### src/instruction_parameter_decoder_top_macros.svh
// Assertion macros shared by the parameter decoder RTL.
`ifndef INSTRUCTION_PARAMETER_DECODER_TOP_MACROS_SVH
`define INSTRUCTION_PARAMETER_DECODER_TOP_MACROS_SVH

`ifndef ASSERT_OFF
// Check that a property holds on every clock edge outside reset.
`define IPD_ASSERT(lbl, prop, msg) \
  lbl: assert property (@(posedge clk_i) disable iff (!rst_ni) (prop)) else $error(msg);
// Check that a condition never holds on a clock edge outside reset.
`define IPD_ASSERT_NEVER(lbl, cond, msg) \
  lbl: assert property (@(posedge clk_i) disable iff (!rst_ni) !(cond)) else $error(msg);
`else
`define IPD_ASSERT(lbl, prop, msg)
`define IPD_ASSERT_NEVER(lbl, cond, msg)
`endif

`endif

### src/ipd_pkg.sv
// Types, constants and helper functions of the instruction parameter decoder.
package ipd_pkg;

  localparam int unsigned ByteW   = 8;
  localparam int unsigned ValueW  = 32;
  localparam int unsigned LenW    = 5;
  localparam int unsigned MaskW   = 16;
  localparam int unsigned BlW     = 3;
  localparam int unsigned CountW  = 3;

  localparam logic [ByteW-1:0] OpcodeMax      = 8'd16;
  localparam logic [MaskW-1:0] HasCodingReset = 16'd46846;
  localparam logic [MaskW-1:0] ShortDirReset  = 16'd28416;
  // Kinds of an opcode without a coding byte: direct, none, none, none
  localparam logic [ByteW-1:0] DefaultKinds   = 8'h80;

  // Parameter kinds
  localparam logic [1:0] KindNone = 2'd0;
  localparam logic [1:0] KindReg  = 2'd1;
  localparam logic [1:0] KindDir  = 2'd2;
  localparam logic [1:0] KindInd  = 2'd3;

  localparam logic [1:0] LastIndex = 2'd3;

  typedef enum logic [1:0] {
    REG_HAS_CODING   = 2'd0,
    REG_SHORT_DIRECT = 2'd1
  } cfg_reg_e;

  typedef enum logic [1:0] {
    PH_IDLE   = 2'd0,
    PH_CODING = 2'd1,
    PH_PARAMS = 2'd2
  } phase_e;

  typedef struct packed {
    logic             start_req;
    logic [ByteW-1:0] data_byte;
  } in_word_t;

  typedef struct packed {
    logic [1:0]        param_index;
    logic [1:0]        param_kind;
    logic [ValueW-1:0] param_value;
    logic [LenW-1:0]   instr_length;
    logic              last;
    logic              bad_opcode;
  } out_word_t;

  // One byte's worth of results: the first one in full, the rest are
  // zero-length parameters that follow it with the same length.
  typedef struct packed {
    logic [CountW-1:0] count;
    logic [1:0]        index;
    logic [1:0]        kind;
    logic [ValueW-1:0] value;
    logic [LenW-1:0]   length;
    logic              bad;
  } step_rec_t;

  // Pick the kind of parameter idx, most significant pair first.
  function automatic logic [1:0] kind_of(logic [ByteW-1:0] kinds, logic [1:0] idx);
    logic [1:0] k;
    case (idx)
      2'd0:    k = kinds[7:6];
      2'd1:    k = kinds[5:4];
      2'd2:    k = kinds[3:2];
      default: k = kinds[1:0];
    endcase
    return k;
  endfunction

  // Byte count of a parameter kind.
  function automatic logic [BlW-1:0] bytes_of(logic [1:0] kind, logic short_dir);
    logic [BlW-1:0] n;
    case (kind)
      KindReg: n = 3'd1;
      KindDir: n = short_dir ? 3'd2 : 3'd4;
      KindInd: n = 3'd2;
      default: n = 3'd0;
    endcase
    return n;
  endfunction

endpackage

### src/ipd_front.sv
// Front end: takes instruction bytes, tracks decode state, emits step records.
module ipd_front (
  input  logic                    clk_i,
  input  logic                    rst_ni,
  input  logic                    in_valid_i,
  output logic                    in_stall_o,
  input  ipd_pkg::in_word_t       in_word_i,
  input  logic                    cfg_valid_i,
  output logic                    cfg_ready_o,
  input  logic [1:0]              cfg_index_i,
  input  logic [ipd_pkg::MaskW-1:0] cfg_data_i,
  input  logic                    q_full_i,
  output logic                    push_o,
  output ipd_pkg::step_rec_t      rec_o
);
  import ipd_pkg::*;

  phase_e            phase_q, phase_d;
  logic [4:0]        opcode_q, opcode_d;
  logic [ByteW-1:0]  kinds_q, kinds_d;
  logic [1:0]        cnt_q, cnt_d;
  logic [BlW-1:0]    bl_q, bl_d;
  logic [ValueW-1:0] acc_q, acc_d;
  logic [LenW-1:0]   len_q, len_d;
  logic [MaskW-1:0]  hcb_q, hcb_d;
  logic [MaskW-1:0]  sdm_q, sdm_d;

  logic              accept;
  logic              bad_op;
  logic [3:0]        new_bit;
  logic [3:0]        cur_bit;

  // Drain inputs and outputs
  logic              do_drain;
  logic [ByteW-1:0]  dr_kinds;
  logic [1:0]        dr_cnt;
  logic [BlW-1:0]    dr_bl;
  logic [ValueW-1:0] dr_acc;
  logic [LenW-1:0]   dr_len;
  logic              dr_short;
  logic [CountW-1:0] dr_n;
  logic [1:0]        dr_cnt_f;
  logic [BlW-1:0]    dr_bl_f;
  logic              dr_busy_f;

  assign in_stall_o  = q_full_i;
  assign cfg_ready_o = 1'b1;
  assign accept      = in_valid_i && !in_stall_o;
  assign bad_op      = (in_word_i.data_byte == '0) || (in_word_i.data_byte > OpcodeMax);
  assign new_bit     = in_word_i.data_byte[3:0] - 4'd1;
  assign cur_bit     = opcode_q[3:0] - 4'd1;

  // Pick where the parameter walk starts for the accepted byte
  always_comb begin
    do_drain = 1'b0;
    dr_kinds = kinds_q;
    dr_cnt   = 2'd0;
    dr_bl    = '0;
    dr_acc   = '0;
    dr_len   = len_q;
    dr_short = sdm_q[cur_bit];

    if (accept) begin
      if (in_word_i.start_req) begin
        if (!bad_op && !hcb_q[new_bit]) begin
          do_drain = 1'b1;
          dr_kinds = DefaultKinds;
          dr_short = sdm_q[new_bit];
          dr_bl    = bytes_of(kind_of(DefaultKinds, 2'd0), sdm_q[new_bit]);
          dr_len   = 5'd1;
        end
      end else if (phase_q == PH_CODING) begin
        do_drain = 1'b1;
        dr_kinds = in_word_i.data_byte;
        dr_bl    = bytes_of(kind_of(in_word_i.data_byte, 2'd0), sdm_q[cur_bit]);
        dr_len   = len_q + 5'd1;
      end else if (phase_q == PH_PARAMS) begin
        do_drain = 1'b1;
        dr_cnt   = cnt_q;
        dr_acc   = {acc_q[ValueW-ByteW-1:0], in_word_i.data_byte};
        dr_bl    = (bl_q != '0) ? bl_q - 3'd1 : bl_q;
        dr_len   = len_q + 5'd1;
      end
    end
  end

  // Walk up to four parameters that complete in this step
  always_comb begin
    logic [1:0]     c;
    logic [BlW-1:0] b;
    logic           busy;
    logic [CountW-1:0] n;
    c    = dr_cnt;
    b    = dr_bl;
    busy = 1'b1;
    n    = '0;
    for (int j = 0; j < 4; j++) begin
      if (busy && (b == '0)) begin
        n = n + 3'd1;
        if (c == LastIndex) begin
          busy = 1'b0;
        end else begin
          c = c + 2'd1;
          b = bytes_of(kind_of(dr_kinds, c), dr_short);
        end
      end
    end
    dr_n      = n;
    dr_cnt_f  = c;
    dr_bl_f   = b;
    dr_busy_f = busy;
  end

  // Decode the accepted byte
  always_comb begin
    phase_d  = phase_q;
    opcode_d = opcode_q;
    kinds_d  = kinds_q;
    cnt_d    = cnt_q;
    bl_d     = bl_q;
    acc_d    = acc_q;
    len_d    = len_q;
    rec_o    = '0;
    push_o   = 1'b0;

    if (accept) begin
      if (in_word_i.start_req) begin
        len_d = 5'd1;
        if (bad_op) begin
          phase_d      = PH_IDLE;
          opcode_d     = '0;
          rec_o.count  = 3'd1;
          rec_o.index  = 2'd0;
          rec_o.kind   = KindNone;
          rec_o.value  = '0;
          rec_o.length = 5'd1;
          rec_o.bad    = 1'b1;
          push_o       = 1'b1;
        end else begin
          opcode_d = in_word_i.data_byte[4:0];
          if (hcb_q[new_bit]) begin
            phase_d = PH_CODING;
          end else begin
            kinds_d = DefaultKinds;
          end
        end
      end else if (phase_q == PH_CODING) begin
        kinds_d = in_word_i.data_byte;
        len_d   = len_q + 5'd1;
      end else if (phase_q == PH_PARAMS) begin
        len_d = len_q + 5'd1;
      end
    end

    // Advance to the next waiting parameter and hand finished ones on
    if (do_drain) begin
      phase_d      = dr_busy_f ? PH_PARAMS : PH_IDLE;
      cnt_d        = dr_cnt_f;
      bl_d         = dr_bl_f;
      acc_d        = (dr_n != '0) ? '0 : dr_acc;
      rec_o.count  = dr_n;
      rec_o.index  = dr_cnt;
      rec_o.kind   = kind_of(dr_kinds, dr_cnt);
      rec_o.value  = dr_acc;
      rec_o.length = dr_len;
      rec_o.bad    = 1'b0;
      push_o       = (dr_n != '0);
    end
  end

  // Take configuration writes
  always_comb begin
    hcb_d = hcb_q;
    sdm_d = sdm_q;
    if (cfg_valid_i && cfg_ready_o) begin
      case (cfg_index_i)
        REG_HAS_CODING:   hcb_d = cfg_data_i;
        REG_SHORT_DIRECT: sdm_d = cfg_data_i;
        default: ;
      endcase
    end
  end

  // Hold decode state and registers
  always_ff @(posedge clk_i or negedge rst_ni) begin
    if (!rst_ni) begin
      phase_q  <= PH_IDLE;
      opcode_q <= '0;
      kinds_q  <= '0;
      cnt_q    <= '0;
      bl_q     <= '0;
      acc_q    <= '0;
      len_q    <= '0;
      hcb_q    <= HasCodingReset;
      sdm_q    <= ShortDirReset;
    end else begin
      phase_q  <= phase_d;
      opcode_q <= opcode_d;
      kinds_q  <= kinds_d;
      cnt_q    <= cnt_d;
      bl_q     <= bl_d;
      acc_q    <= acc_d;
      len_q    <= len_d;
      hcb_q    <= hcb_d;
      sdm_q    <= sdm_d;
    end
  end

endmodule

### src/ipd_queue.sv
// Two-entry queue of step records between front and back end.
module ipd_queue (
  input  logic               clk_i,
  input  logic               rst_ni,
  input  logic               push_i,
  input  ipd_pkg::step_rec_t rec_i,
  input  logic               pop_i,
  output ipd_pkg::step_rec_t head_o,
  output logic               full_o,
  output logic               empty_o
);
  import ipd_pkg::*;

  step_rec_t  mem_q [2];
  logic       wptr_q, rptr_q;
  logic [1:0] cnt_q, cnt_d;
  logic       do_push, do_pop;

  assign full_o  = (cnt_q == 2'd2);
  assign empty_o = (cnt_q == 2'd0);
  assign head_o  = mem_q[rptr_q];
  assign do_push = push_i && !full_o;
  assign do_pop  = pop_i && !empty_o;

  // Track fill level
  always_comb begin
    cnt_d = cnt_q;
    if (do_push && !do_pop) begin
      cnt_d = cnt_q + 2'd1;
    end else if (do_pop && !do_push) begin
      cnt_d = cnt_q - 2'd1;
    end
  end

  // Advance pointers
  always_ff @(posedge clk_i or negedge rst_ni) begin
    if (!rst_ni) begin
      wptr_q <= 1'b0;
      rptr_q <= 1'b0;
      cnt_q  <= '0;
    end else begin
      cnt_q <= cnt_d;
      if (do_push) begin
        wptr_q <= !wptr_q;
      end
      if (do_pop) begin
        rptr_q <= !rptr_q;
      end
    end
  end

  // Store pushed records
  always_ff @(posedge clk_i) begin
    if (do_push) begin
      mem_q[wptr_q] <= rec_i;
    end
  end

endmodule

### src/ipd_back.sv
// Back end: expands each step record into one result word per parameter.
module ipd_back (
  input  logic               clk_i,
  input  logic               rst_ni,
  input  ipd_pkg::step_rec_t head_i,
  input  logic               empty_i,
  output logic               pop_o,
  output logic               out_valid_o,
  input  logic               out_stall_i,
  output ipd_pkg::out_word_t out_word_o
);
  import ipd_pkg::*;

  logic [1:0] sub_q, sub_d;
  logic       out_accept;
  logic       at_end;
  logic [1:0] idx;

  assign out_valid_o = !empty_i;
  assign out_accept  = out_valid_o && !out_stall_i;
  assign at_end      = ({1'b0, sub_q} == head_i.count - 3'd1);
  assign pop_o       = out_accept && at_end;
  assign idx         = head_i.index + sub_q;

  // Build the current result word; later ones in a record are empty parameters
  always_comb begin
    out_word_o.param_index  = idx;
    out_word_o.param_kind   = (sub_q == 2'd0) ? head_i.kind : KindNone;
    out_word_o.param_value  = (sub_q == 2'd0) ? head_i.value : '0;
    out_word_o.instr_length = head_i.length;
    out_word_o.last         = head_i.bad || (idx == LastIndex);
    out_word_o.bad_opcode   = head_i.bad;
  end

  // Step through the record, restart on pop
  always_comb begin
    sub_d = sub_q;
    if (pop_o) begin
      sub_d = 2'd0;
    end else if (out_accept) begin
      sub_d = sub_q + 2'd1;
    end
  end

  always_ff @(posedge clk_i or negedge rst_ni) begin
    if (!rst_ni) begin
      sub_q <= '0;
    end else begin
      sub_q <= sub_d;
    end
  end

endmodule

### src/instruction_parameter_decoder_top.sv
// Top level of the instruction parameter decoder: front end, record queue, back end.
// Usage: one instruction byte is accepted every cycle while the record queue has
// room. A byte that completes k parameters (k from 0 to 4, or one error word for a
// bad opcode) yields k result words from the back end, one per cycle while the output
// is not stalled; its record is pushed into the queue when the byte is accepted. The
// input stalls only when the two-entry record queue between front and back end is
// full, which depends on the one-word-per-cycle output and the output stall.
`include "instruction_parameter_decoder_top_macros.svh"
module instruction_parameter_decoder_top (
  input  logic                      clk_i,
  input  logic                      rst_ni,
  input  logic                      in_valid_i,
  output logic                      in_stall_o,
  input  ipd_pkg::in_word_t         in_word_i,
  output logic                      out_valid_o,
  input  logic                      out_stall_i,
  output ipd_pkg::out_word_t        out_word_o,
  input  logic                      cfg_valid_i,
  output logic                      cfg_ready_o,
  input  logic [1:0]                cfg_index_i,
  input  logic [ipd_pkg::MaskW-1:0] cfg_data_i
);
  import ipd_pkg::*;

  step_rec_t rec, head;
  logic      push, pop, q_full, q_empty;

  ipd_front u_front (
    .clk_i       (clk_i),
    .rst_ni      (rst_ni),
    .in_valid_i  (in_valid_i),
    .in_stall_o  (in_stall_o),
    .in_word_i   (in_word_i),
    .cfg_valid_i (cfg_valid_i),
    .cfg_ready_o (cfg_ready_o),
    .cfg_index_i (cfg_index_i),
    .cfg_data_i  (cfg_data_i),
    .q_full_i    (q_full),
    .push_o      (push),
    .rec_o       (rec)
  );

  ipd_queue u_queue (
    .clk_i   (clk_i),
    .rst_ni  (rst_ni),
    .push_i  (push),
    .rec_i   (rec),
    .pop_i   (pop),
    .head_o  (head),
    .full_o  (q_full),
    .empty_o (q_empty)
  );

  ipd_back u_back (
    .clk_i       (clk_i),
    .rst_ni      (rst_ni),
    .head_i      (head),
    .empty_i     (q_empty),
    .pop_o       (pop),
    .out_valid_o (out_valid_o),
    .out_stall_i (out_stall_i),
    .out_word_o  (out_word_o)
  );

  // Checks
  `IPD_ASSERT_NEVER(a_no_overflow, push && q_full, "record pushed into full queue")
  `IPD_ASSERT(a_bad_is_last, out_valid_o && out_word_o.bad_opcode |-> out_word_o.last && out_word_o.param_index == 2'd0, "error word not last or not index zero")
  `IPD_ASSERT(a_bad_gives_word, in_valid_i && !in_stall_o && in_word_i.start_req && (in_word_i.data_byte == 8'd0 || in_word_i.data_byte > OpcodeMax) |=> out_valid_o, "bad opcode gave no result")

endmodule
### config.mk
export PLATFORM = sky130hd
export DESIGN_NAME = instruction_parameter_decoder_top
export DESIGN_NICKNAME = d
export VERILOG_FILES = /design/src/ipd_pkg.sv /design/src/ipd_front.sv /design/src/ipd_queue.sv /design/src/ipd_back.sv /design/src/instruction_parameter_decoder_top.sv
export VERILOG_INCLUDE_DIRS = /design/src /design/src/src
export SDC_FILE = /design/constraint.sdc
export NUM_CORES = 1
export LEC_CHECK = 0
export BUFFER_PORTS_ARGS = -buffer_cell sky130_fd_sc_hd__buf_2
export CAP_MARGIN = 20
export CORE_AREA = 2 2 162 203
export CTS_CLUSTER_DIAMETER = 80
export CTS_CLUSTER_SIZE = 25
export DETAILED_ROUTE_END_ITERATION = 8
export DIE_AREA = 0 0 164 205
export GPL_TIMING_DRIVEN = 0
export SYNTH_ARGS = -nofsm -noshare
export SYNTH_HDL_FRONTEND = slang
export SYNTH_SLANG_ARGS = --single-unit
### constraint.sdc
create_clock -name clk_i -period 11 [get_ports clk_i]
set_input_delay 0.55 -clock clk_i [delete_from_list [all_inputs] [get_ports clk_i]]
set_output_delay 0.55 -clock clk_i [all_outputs]
set_load 0.05 [all_outputs]
==> results.cfg, run 1 <==
[clocking]
post_cts_buffers = 0
clock_latency_ps = 440
ctsResizeCount = 0
clock_tree.root_cell = sky130_fd_sc_hd__clkbuf_16
clk_path_buf_depth = 2
h-tree-depth = 4
cts_tree = built
cts_buffers = 17
cts_sinks = 176
clkTransAtPathRegs_ps = 80
cts_hold_repair.buffers = 0

[placed_design]
place.detailed.hpwl_mm = 18.0
globalplace.congestion = 0.919
port_buffer_count = 72
post_dp_cell_area_sq_um = 10300

[setup_path]
cp_slowest_cell = sky130_fd_sc_hd__o211a_2
start_kind = register
timing.critical_path.to_type = register
worst-endpoint-required_ps = 11140
timing.critical_path.fanout_max = 24
cp_data_arrival_time_ps = 6880
setup.reg_to_reg.worst_slack_ps = 4260
cp_cell_sequence = inv_1 > ha_1 > clkbuf_1 > or3b_1 > or4_1 > clkbuf_1 > nor2_1 > nand3_1 > a22oi_2 > and3_1 > buf_4 > inv_2 > a311oi_4 > nand2_1 > xnor2_1 > ha_1 > nand2_1 > or4_1 > o211ai_4 > o211a_2 > buf_16
worst_path_largest_cell_delay_ps = 760
timing.setup.critical_path_class = register to register

[timing]
max_freq_ghz = 0.148
setup_viol = 0
grt_setup_unrepaired = no
max-slew-margin-rel_pct = 33.3
post-route-min-period_ps = 6740
maxSlewViolCount = 0
finalHoldViolations = 0
clock_skew_ps = 14.1
worst_slew_pin_slew_ps = 992
final_cycle_share_pct = 61.3
finalSetupTns_ps = 0

[die]
placementRows = 73
die_height_microns = 205
start_util_pct = 29.6
io_pins = 78
dieArea_sq_um = 33600
core_area_sq_um = 31700
floorplan.die.width_microns = 164

[synthesis]
ys_ff_latch = 176
ys.warnings.count = 0
synth_async_sr_flop_share_pct = 48.9
synth_enable_flop_cells = 90
synth_top_cells_by_area = sky130_fd_sc_hd__edfxtp_1 29%, sky130_fd_sc_hd__dfrtp_1 18%, sky130_fd_sc_hd__mux2_2 5.2%, sky130_fd_sc_hd__dfstp_2 5.0%, sky130_fd_sc_hd__mux2i_1 4.9%
synth_area_sq_um = 9380
synthesis.instances = 811
syn_avg_cell_area_sq_um = 11.6
synth-seq-area-share_pct = 52.0
ys_types = 88
synth_flop_cell = sky130_fd_sc_hd__edfxtp_1
postSynthNetCount = 857
synth_top_cell_area_share_pct = 28.8
yosysTopAreaCell = sky130_fd_sc_hd__edfxtp_1

[routing]
route.vias.total = 6535
route.detailed.vias_per_inst = 4.91
first_iter_violations = 380
drt_pass1_iterations = 5
antenna_left = 0
drt-wirelength-per-cell_microns = 17.8
totalWireLength_mm = 23.7
route.detailed.drc = 0

[global_routing]
grt_usage_pct = 14.6
first_global_vias = 6564
grt_max_degree = 53
wire_length_of_the_first_global_routing_pass_mm = 36.9
globalRoute.totalOverflow = 0
grt_antenna_before_repair = 0

[power]
power_leakage_nw = 4.42
peakVddDrop_mv = 0.163
pwr_density_cell_nw_per_um2 = 260

[worst_hold_path]
type_of_the_most_critical_hold_path = input port to async pin

[final_layout]
layout-drive-gt1-share_pct = 25.4
final_area_sq_um = 10900
area_delta_synth_final_pct = 16.0
fillers = 3152
mostFrequentLayoutCell = sky130_fd_sc_hd__nand2_1
finish.net_count = 951
most_frequent_cells_in_the_layout = 91 x sky130_fd_sc_hd__nand2_1, 90 x sky130_fd_sc_hd__edfxtp_1, 73 x sky130_fd_sc_hd__buf_2
antenna_cells_inserted = 0

[run]
max-cap-violations = 0

[run_status]
run_status = complete, no violations
==> routing by layer <==
layer  GRT usage, %  up-vias  wire length (microns)
met3           3.36       40                   1040
met1           17.0     3184                   9800
met4           6.20        0                    727
met5              0        -                      0
li1               -     3136                      -
met2           25.7      175                  12100
==> sequential cells by signal (all words and copies together), names as in the netlist <==
register          cells
u_front.kinds_q       8
u_front.acc_q        24
u_front.bl_q          3
u_front.len_q         5
u_queue.rptr_q        1
u_front.opcode_q      4
u_front.cnt_q         2
u_queue.mem_q        90
u_queue.wptr_q        1
u_back.sub_q          2
u_front.sdm_q        16
u_queue.cnt_q         2
u_front.hcb_q        16
u_front.phase_q       2
==> kinds of logic (layout without fill, tap and decap cells) <==
| group | count (synthesis) | count (layout) | synth area share, % |
|---|---|---|---|
| AND/OR/NAND/NOR | 248 | 248 | 13.7 |
| flip-flops | 176 | 176 | 52.0 |
| AO/OA/AOI/OAI | 160 | 160 | 13.0 |
| multiplexers | 102 | 102 | 13.2 |
| buffers and inverters | 89 | 196 | 4.16 |
| XOR/XNOR | 21 | 21 | 1.96 |
| adder cells (fa/ha/maj) | 14 | 14 | 1.87 |
| other | 1 | 1 | 0.0400 |
==> layout make-up <==
type / instances / area (sq um) / area share, %
buffer: 41 / 209 / 1.92
sequential: 176 / 4880 / 44.8
timing repair buffer: 75 / 438 / 4.02
multi-input combinational: 546 / 4110 / 37.8
clock inverter: 14 / 120 / 1.10
clock buffer: 18 / 429 / 3.94
inverter: 48 / 181 / 1.67
tap: 412 / 515 / 4.74
==> through the flow <==
step	power (mW)	utilization, %	setup slack, ps	hold WS (ps)	instances
floorplan	1.93	-	4660	254	811
global placement	2.26	32.3	3040	458	1295
detailed placement	2.28	32.6	3840	463	1298
CTS	2.86	34.3	4270	68.1	1330
global route	2.99	34.3	3860	94.0	1330
finish	2.83	34.3	4260	81.4	1330
==> path summary, 6_finish.rpt <==
path | start | to | depth (start not counted)
setup reg to reg | u_front.phase_q[1] | u_queue.mem_q[1][18] | 21
min in group clk_i | cfg_data_i[6] | u_front.sdm_q[6] | 2
hold reg to reg | u_front.acc_q[22] | u_front.acc_q[22] | 2
hold / removal | rst_ni | u_front.kinds_q[7] | 1
max in group asynchronous | rst_ni | u_front.hcb_q[2] | 2
setup / recovery | u_front.phase_q[1] | u_queue.mem_q[1][18] | 21
==> synthesized netlist by cell type (5+ instances only) <==
cell	instances
sky130_fd_sc_hd__xnor2_1	13
sky130_fd_sc_hd__a32oi_1	5
sky130_fd_sc_hd__o21ai_2	18
sky130_fd_sc_hd__dfrtp_1	68
sky130_fd_sc_hd__o31ai_1	5
sky130_fd_sc_hd__dfstp_2	18
sky130_fd_sc_hd__nand2_1	91
sky130_fd_sc_hd__nor3_1	15
sky130_fd_sc_hd__buf_1	6
sky130_fd_sc_hd__xor2_1	8
sky130_fd_sc_hd__o21ai_0	25
sky130_fd_sc_hd__nand2b_1	8
sky130_fd_sc_hd__nor2b_1	40
sky130_fd_sc_hd__mux2_2	43
sky130_fd_sc_hd__nand4_1	7
sky130_fd_sc_hd__nor2_1	34
sky130_fd_sc_hd__o21a_1	8
sky130_fd_sc_hd__edfxtp_1	90
sky130_fd_sc_hd__a31oi_1	8
sky130_fd_sc_hd__o21ai_1	8
sky130_fd_sc_hd__a21o_1	7
sky130_fd_sc_hd__inv_1	46
sky130_fd_sc_hd__mux4_2	13
sky130_fd_sc_hd__and2_1	14
sky130_fd_sc_hd__a21oi_1	23
sky130_fd_sc_hd__nand3_1	11
sky130_fd_sc_hd__mux2i_1	46
sky130_fd_sc_hd__clkbuf_1	26
sky130_fd_sc_hd__ha_1	14
==> worst max-delay path: cells and delay by family, from the launching register on <==
family                     cells  cell delay [ps]
AOI/OAI and AO/OA              4             1700
xor gates and xnor gates       1              300
adders and majority gates      2              370
buffers and inverters          6              960
DFF                            1              400
and+or+nand+nor                8             2670
==> power breakdown <==
part | internal [mW] | leakage (nW) | switching [mW]
Combinational | 0.440 | 2.24 | 0.887
Clock | 0.297 | 0.270 | 0.273
Sequential | 0.854 | 1.91 | 0.0735
Total | 1.59 | 4.42 | 1.23
(Power assumes the default switching activity.)
==> run 2, diff against run 1 <==
- clock period: 11 -> 5.7 ns (I/O delays scaled with it)
==> results.cfg, run 2 (synthesis results as in run 1) <==
[final_layout]
finish.net_count = 960
area_delta_synth_final_pct = 18.0
multi_input_combinational_cell_area_sq_um = 4260
antenna_cells_inserted = 0
largest_register_ffs = 90
mostFrequentLayoutCell = sky130_fd_sc_hd__nand2_1
max_flop_register = u_queue.mem_q
layout.core_utilization_pct = 34.9
largestRegisters = u_queue.mem_q (90), u_front.acc_q (24)
finish.cell_count_without_fillers = 1339
most_frequent_cells_in_the_layout = 91 x sky130_fd_sc_hd__nand2_1, 90 x sky130_fd_sc_hd__edfxtp_1, 73 x sky130_fd_sc_hd__buf_2
layout.area.seq_sq_um = 4880
layout-drive-gt1-share_pct = 27.3
fillers = 3138
final_area_sq_um = 11100

[setup_path]
cp_data_arrival_time_ps = 5730
timing.setup.critical_path_class = register to register
timing.critical_path.to_type = register
worst-endpoint-required_ps = 6030
start_kind = register
timing.critical_path.fanout_max = 8

[timing]
max_freq_ghz = 0.185
post-route-min-period_ps = 5390
setup_viol = 0
clock_skew_ps = 12.8
final_cycle_share_pct = 94.6
maxSlewViolCount = 0
finalHoldViolations = 0
worst_slew_pin_slew_ps = 928
fin_hold_ws_ps = 98.0
max-slew-margin-rel_pct = 38.0
finalSetupTns_ps = 0
final_worst_setup_slack_ps = 305

[clocking]
clk_path_buf_depth = 2
clkTransAtPathRegs_ps = 70
cts_sinks = 176
clock_latency_ps = 440
cts_buffers = 17
h-tree-depth = 4
cts_tree = built
clock_tree.root_cell = sky130_fd_sc_hd__clkbuf_16

[run]
max-cap-violations = 0

[worst_hold_path]
type_of_the_most_critical_hold_path = input port to register

[global_routing]
first_global_vias = 6757
globalRoute.totalOverflow = 0
grt_usage_pct = 15.1
wire_length_of_the_first_global_routing_pass_mm = 38.3
grt_antenna_before_repair = 1
grt_max_degree = 58

[routing]
antenna_left = 0
drt_pass1_iterations = 7
first_iter_violations = 478
drt-wirelength-per-cell_microns = 18.2
totalWireLength_mm = 24.4
route.detailed.drc = 0
route.vias.total = 6604
route.detailed.vias_per_inst = 4.93

[die]
io_pins = 78
die_height_microns = 205
dieArea_sq_um = 33600
placementRows = 73
start_util_pct = 29.6
floorplan.die.width_microns = 164
core_area_sq_um = 31700

[placed_design]
place.detailed.hpwl_mm = 17.7
port_buffer_count = 72
place_ws_ps = -937
dp.cells = 1297
post_dp_cell_area_sq_um = 10300
globalplace.congestion = 0.889

[power]
power_leakage_nw = 4.48
pwr_density_cell_nw_per_um2 = 504
peakVddDrop_mv = 0.295
power_mw = 5.58

[run_status]
run_status = complete, no violations
==> run 2: final cells by class <==
cell class,instances,area share [%]
sequential,176,44.1
multi-input combinational,549,38.5
tap,412,4.66
timing repair buffer,84,4.41
clock buffer,20,3.95
buffer,38,1.80
inverter,48,1.64
clock inverter,12,0.916
==> run 2: what timing repair did <==
item	in CTS	in global routing
setup endpoints to repair	94	112
hold buffers	1	0
pin swaps	3	1
cloned	3	0
setup buffers	8	1
endpoints found under the hold margin	17	0
gates resized for setup	14	7
==> run 2: power breakdown <==
part	total, mW	switching, mW	internal, mW
registers	1.80	0.153	1.65
logic	2.69	1.77	0.915
clock network	1.09	0.524	0.569
==> run 2: path summary, 6_finish.rpt <==
| path | start | endpoint | slack [ps] | cells after the start |
|---|---|---|---|---|
| worst max-delay path | u_front.phase_q[1] | u_queue.cnt_q[1] | 310 | 22 |
| worst min-delay path | cfg_data_i[1] | u_front.sdm_q[1] | 100 | 2 |
| worst max register to register | u_front.phase_q[1] | u_queue.cnt_q[1] | 310 | 22 |
| worst min register to register | u_front.acc_q[17] | u_front.acc_q[17] | 480 | 2 |
| max in group asynchronous | rst_ni | u_front.hcb_q[2] | 4720 | 3 |
| min in group asynchronous | rst_ni | u_front.sdm_q[5] | 330 | 2 |
==> run 2: per-layer routing <==
metal  track usage (%)  routed length, microns
met1              17.9                   10200
met2              26.7                   12500
met3              3.10                    1090
met4              6.02                     646
met5                 0                       7
==> run 2: worst max-delay path, stage by stage, from the launching register on <==
cell	delay, ps
sky130_fd_sc_hd__dfrtp_1	390
sky130_fd_sc_hd__inv_1	60
sky130_fd_sc_hd__ha_2	260
sky130_fd_sc_hd__or3b_4	470
sky130_fd_sc_hd__or4_1	580
sky130_fd_sc_hd__nor2_4	210
sky130_fd_sc_hd__nand3_1	130
sky130_fd_sc_hd__a22oi_2	260
sky130_fd_sc_hd__and3_1	190
sky130_fd_sc_hd__buf_4	140
sky130_fd_sc_hd__inv_2	80
sky130_fd_sc_hd__a311oi_4	390
sky130_fd_sc_hd__nand2_1	170
sky130_fd_sc_hd__xnor2_2	220
sky130_fd_sc_hd__ha_1	180
sky130_fd_sc_hd__nand2_1	90
sky130_fd_sc_hd__or4_4	590
sky130_fd_sc_hd__o211ai_4	180
sky130_fd_sc_hd__o21a_1	170
sky130_fd_sc_hd__ha_1	160
sky130_fd_sc_hd__xor2_1	150
sky130_fd_sc_hd__nor2_1	60
sky130_fd_sc_hd__xor2_1	130
==> run 3, diff against run 2 <==
- CORE_AREA: 2 2 162 203 -> 2 2 163 205
- DIE_AREA: 0 0 164 205 -> 0 0 165 207
- SYNTH_HIERARCHICAL: default -> 1
==> results.cfg, run 3 <==
[placed_design]
port_buffer_count = 76
globalplace.congestion = 0.864
dp.cells = 1268
place.detailed.hpwl_mm = 17.1

[worst_hold_path]
holdPathStages = 2
timing.hold.worst_endpoint = u_back/sub_q[0]
holdCritStartpoint = out_stall_i
type_of_the_most_critical_hold_path = input port to register

[synthesis]
yosysTopAreaCell = sky130_fd_sc_hd__edfxtp_1
ys.warnings.count = 6
syn_avg_cell_area_sq_um = 12.3
synth_enable_flop_cells = 90
synth_flop_cell = sky130_fd_sc_hd__edfxtp_1
post_synth_most_frequent_cells = 90 x sky130_fd_sc_hd__edfxtp_1, 68 x sky130_fd_sc_hd__dfrtp_1, 66 x sky130_fd_sc_hd__and2_1
ys_types = 86
synth_top_cells_by_area = sky130_fd_sc_hd__edfxtp_1 28%, sky130_fd_sc_hd__dfrtp_1 18%, sky130_fd_sc_hd__mux2_4 6.3%, sky130_fd_sc_hd__dfstp_2 5.0%, sky130_fd_sc_hd__mux2_2 5.0%
ys_ff_latch = 176
synth_async_sr_flop_share_pct = 48.9
postSynthNetCount = 817
synthesis.instances = 771
yosysMostFrequentCell = sky130_fd_sc_hd__edfxtp_1
synth_area_sq_um = 9520
synth_top_cell_area_share_pct = 28.4
synth-seq-area-share_pct = 51.2

[clocking]
cts_tree = built
cts_sinks = 176
clock_tree.root_cell = sky130_fd_sc_hd__clkbuf_16
clock_latency_ps = 430
clkTransAtPathRegs_ps = 60
h-tree-depth = 4
clk_path_buf_depth = 2
cts_buffers = 17

[setup_path]
worst_r2r_startpoint = u_front/phase_q[0]
timing.setup.critical_path_class = input port to register
cp_data_arrival_time_ps = 5750
start_kind = input port
worstReg2RegEnd = u_queue/cnt_q[1]
timing.critical_path.fanout_max = 10
ff2ff_path_depth = 21
timing.critical_path.to_type = register
cp_slowest_cell = sky130_fd_sc_hd__a221oi_1
setup.reg_to_reg.worst_slack_ps = 360
worst-endpoint-required_ps = 6050
worst_path_largest_cell_delay_ps = 560

[global_routing]
globalRoute.totalOverflow = 0
gr-usage-met2_pct = 24.4
grt_antenna_before_repair = 2
wire_length_of_the_first_global_routing_pass_mm = 37.1
grt.met1_usage_pct = 17.5
grt_usage_pct = 14.1
globalRoute.busiestLayer = met2
globalRouteMet3Util_pct = 2.52
first_global_vias = 6498
grt_max_degree = 57

[timing]
maxSlewViolCount = 0
finalHoldViolations = 0
post-route-min-period_ps = 5400
max_freq_ghz = 0.185
worst_slew_pin_slew_ps = 1000
grt_setup_unrepaired = no
setup_viol = 0
max-slew-margin-rel_pct = 33.2
clock_skew_ps = 10.9
final_cycle_share_pct = 94.7
fin_hold_ws_ps = 76.1

[routing]
route.vias.total = 6596
drt-wirelength-per-cell_microns = 18.0
totalWireLength_mm = 23.6
first_iter_violations = 458
route.detailed.vias_per_inst = 5.03
antenna_left = 0
route.detailed.drc = 0
drt_pass1_iterations = 5

[final_layout]
max_flop_register = u_queue/mem_q
most_frequent_cells_in_the_layout = 90 x sky130_fd_sc_hd__edfxtp_1, 77 x sky130_fd_sc_hd__buf_2, 67 x sky130_fd_sc_hd__dfrtp_1
mostFrequentLayoutCell = sky130_fd_sc_hd__edfxtp_1
area_delta_synth_final_pct = 18.4
largestRegisters = u_queue/mem_q (90), u_front/acc_q (24)
finish.net_count = 927
antenna_cells_inserted = 0
finish.cell_count_without_fillers = 1311
largest_register_ffs = 90
layout-drive-gt1-share_pct = 32.6

[die]
dieArea_sq_um = 34200
floorplan.die.width_microns = 165
placementRows = 74
io_pins = 78
die_height_microns = 207
core_area_sq_um = 32300
start_util_pct = 29.5

[power]
pwr_density_cell_nw_per_um2 = 505
peakVddDrop_mv = 0.227
power_leakage_nw = 4.55

[run_status]
run_status = complete, no violations

[run]
max-cap-violations = 0
## run 3: changes by cell type after synthesis, moves of 6 or more
cell,previous run,this run
sky130_fd_sc_hd__mux2_4,0,40
sky130_fd_sc_hd__and2_1,14,66
sky130_fd_sc_hd__o21ai_0,25,31
sky130_fd_sc_hd__buf_4,2,8
sky130_fd_sc_hd__o21ai_2,18,1
sky130_fd_sc_hd__inv_1,46,28
sky130_fd_sc_hd__nor2b_1,40,7
sky130_fd_sc_hd__a22o_1,4,24
sky130_fd_sc_hd__mux2i_1,46,14
sky130_fd_sc_hd__and3_1,1,8
sky130_fd_sc_hd__nand2_1,91,44
## run 3: power by group
group	switching (mW)	internal (mW)
clock	0.496	0.556
combinational	1.77	1.07
sequential	0.145	1.65
## run 3: layout make-up
cell class | count | area (sq um)
plain buffers | 45 | 313
fillers | 3165 | 21000
multi-input cells | 519 | 4380
clock buffers | 19 | 433
clock inverters | 12 | 85.1
repair buffers | 93 | 543
well taps | 418 | 523
flip-flops and latches | 176 | 4880
inverters | 29 | 109
## run 3: worst max-delay path by stage
stage / to / cells after the start / startpoint
finish: u_queue/cnt_q[1] / 26 / in_word_i[0]
global route: u_queue/cnt_q[1] / 24 / in_word_i[0]
CTS: u_queue/cnt_q[1] / 22 / u_front/phase_q[0]
detailed placement: u_queue/mem_q[1][18] / 19 / in_word_i[0]
global placement: u_queue/mem_q[0][10] / 20 / in_word_i[0]
floorplan: u_queue/mem_q[0][0] / 20 / in_word_i[0]
## run 3: cell families (layout without fill, tap and decap cells)
| kind of cell | count (synthesis) | after routing | share of synthesized area [%] |
|---|---|---|---|
| AO/OA/AOI/OAI | 158 | 158 | 11.9 |
| XOR/XNOR | 18 | 18 | 1.74 |
| adder cells (fa/ha/maj) | 14 | 14 | 1.84 |
| buffers and inverters | 78 | 198 | 4.56 |
| flip-flops | 176 | 176 | 51.2 |
| multiplexers | 111 | 111 | 16.2 |
| other | 1 | 1 | 0.0394 |
| AND/OR/NAND/NOR | 215 | 217 | 12.5 |
## run 3: what timing repair did
item                                   CTS  global route
pin swaps                                5             2
resized for setup                       13            21
setup endpoints to repair               92            93
gates cloned                             2             0
setup buffers                            7             6
hold buffers                             1             0
endpoints found under the hold margin   15             0
## run 3: layer usage
layer / share of wire (%) / wire [microns]
met5: 0.11 / 27
met4: 2.3 / 537
met3: 4.5 / 1060
met2: 51 / 12000
met1: 42 / 9930
## run 3: worst max-delay path, delay by kind of cell
family / cells / cell delay (ps)
adder cells (fa/ha/maj): 3 / 650
AND/OR/NAND/NOR: 5 / 920
XOR/XNOR: 2 / 290
buffers and inverters: 7 / 1230
multiplexers: 2 / 650
AO/OA/AOI/OAI: 7 / 1700
## run 3: through the flow
stage	TNS [ps]	util, %	power [mW]	setup slack (ps)	cell area [sq um]
6_report	0	34.9	5.69	300	11300
3_5_place_dp	-117910	32.4	4.58	-1370	10500
3_3_place_gp	-138490	32.3	4.53	-1640	10400
5_1_grt	0	34.9	6.01	8.77	11300
2_1_floorplan	0	-	3.90	24.0	9530
4_1_cts	0	34.4	5.69	5.16	11100
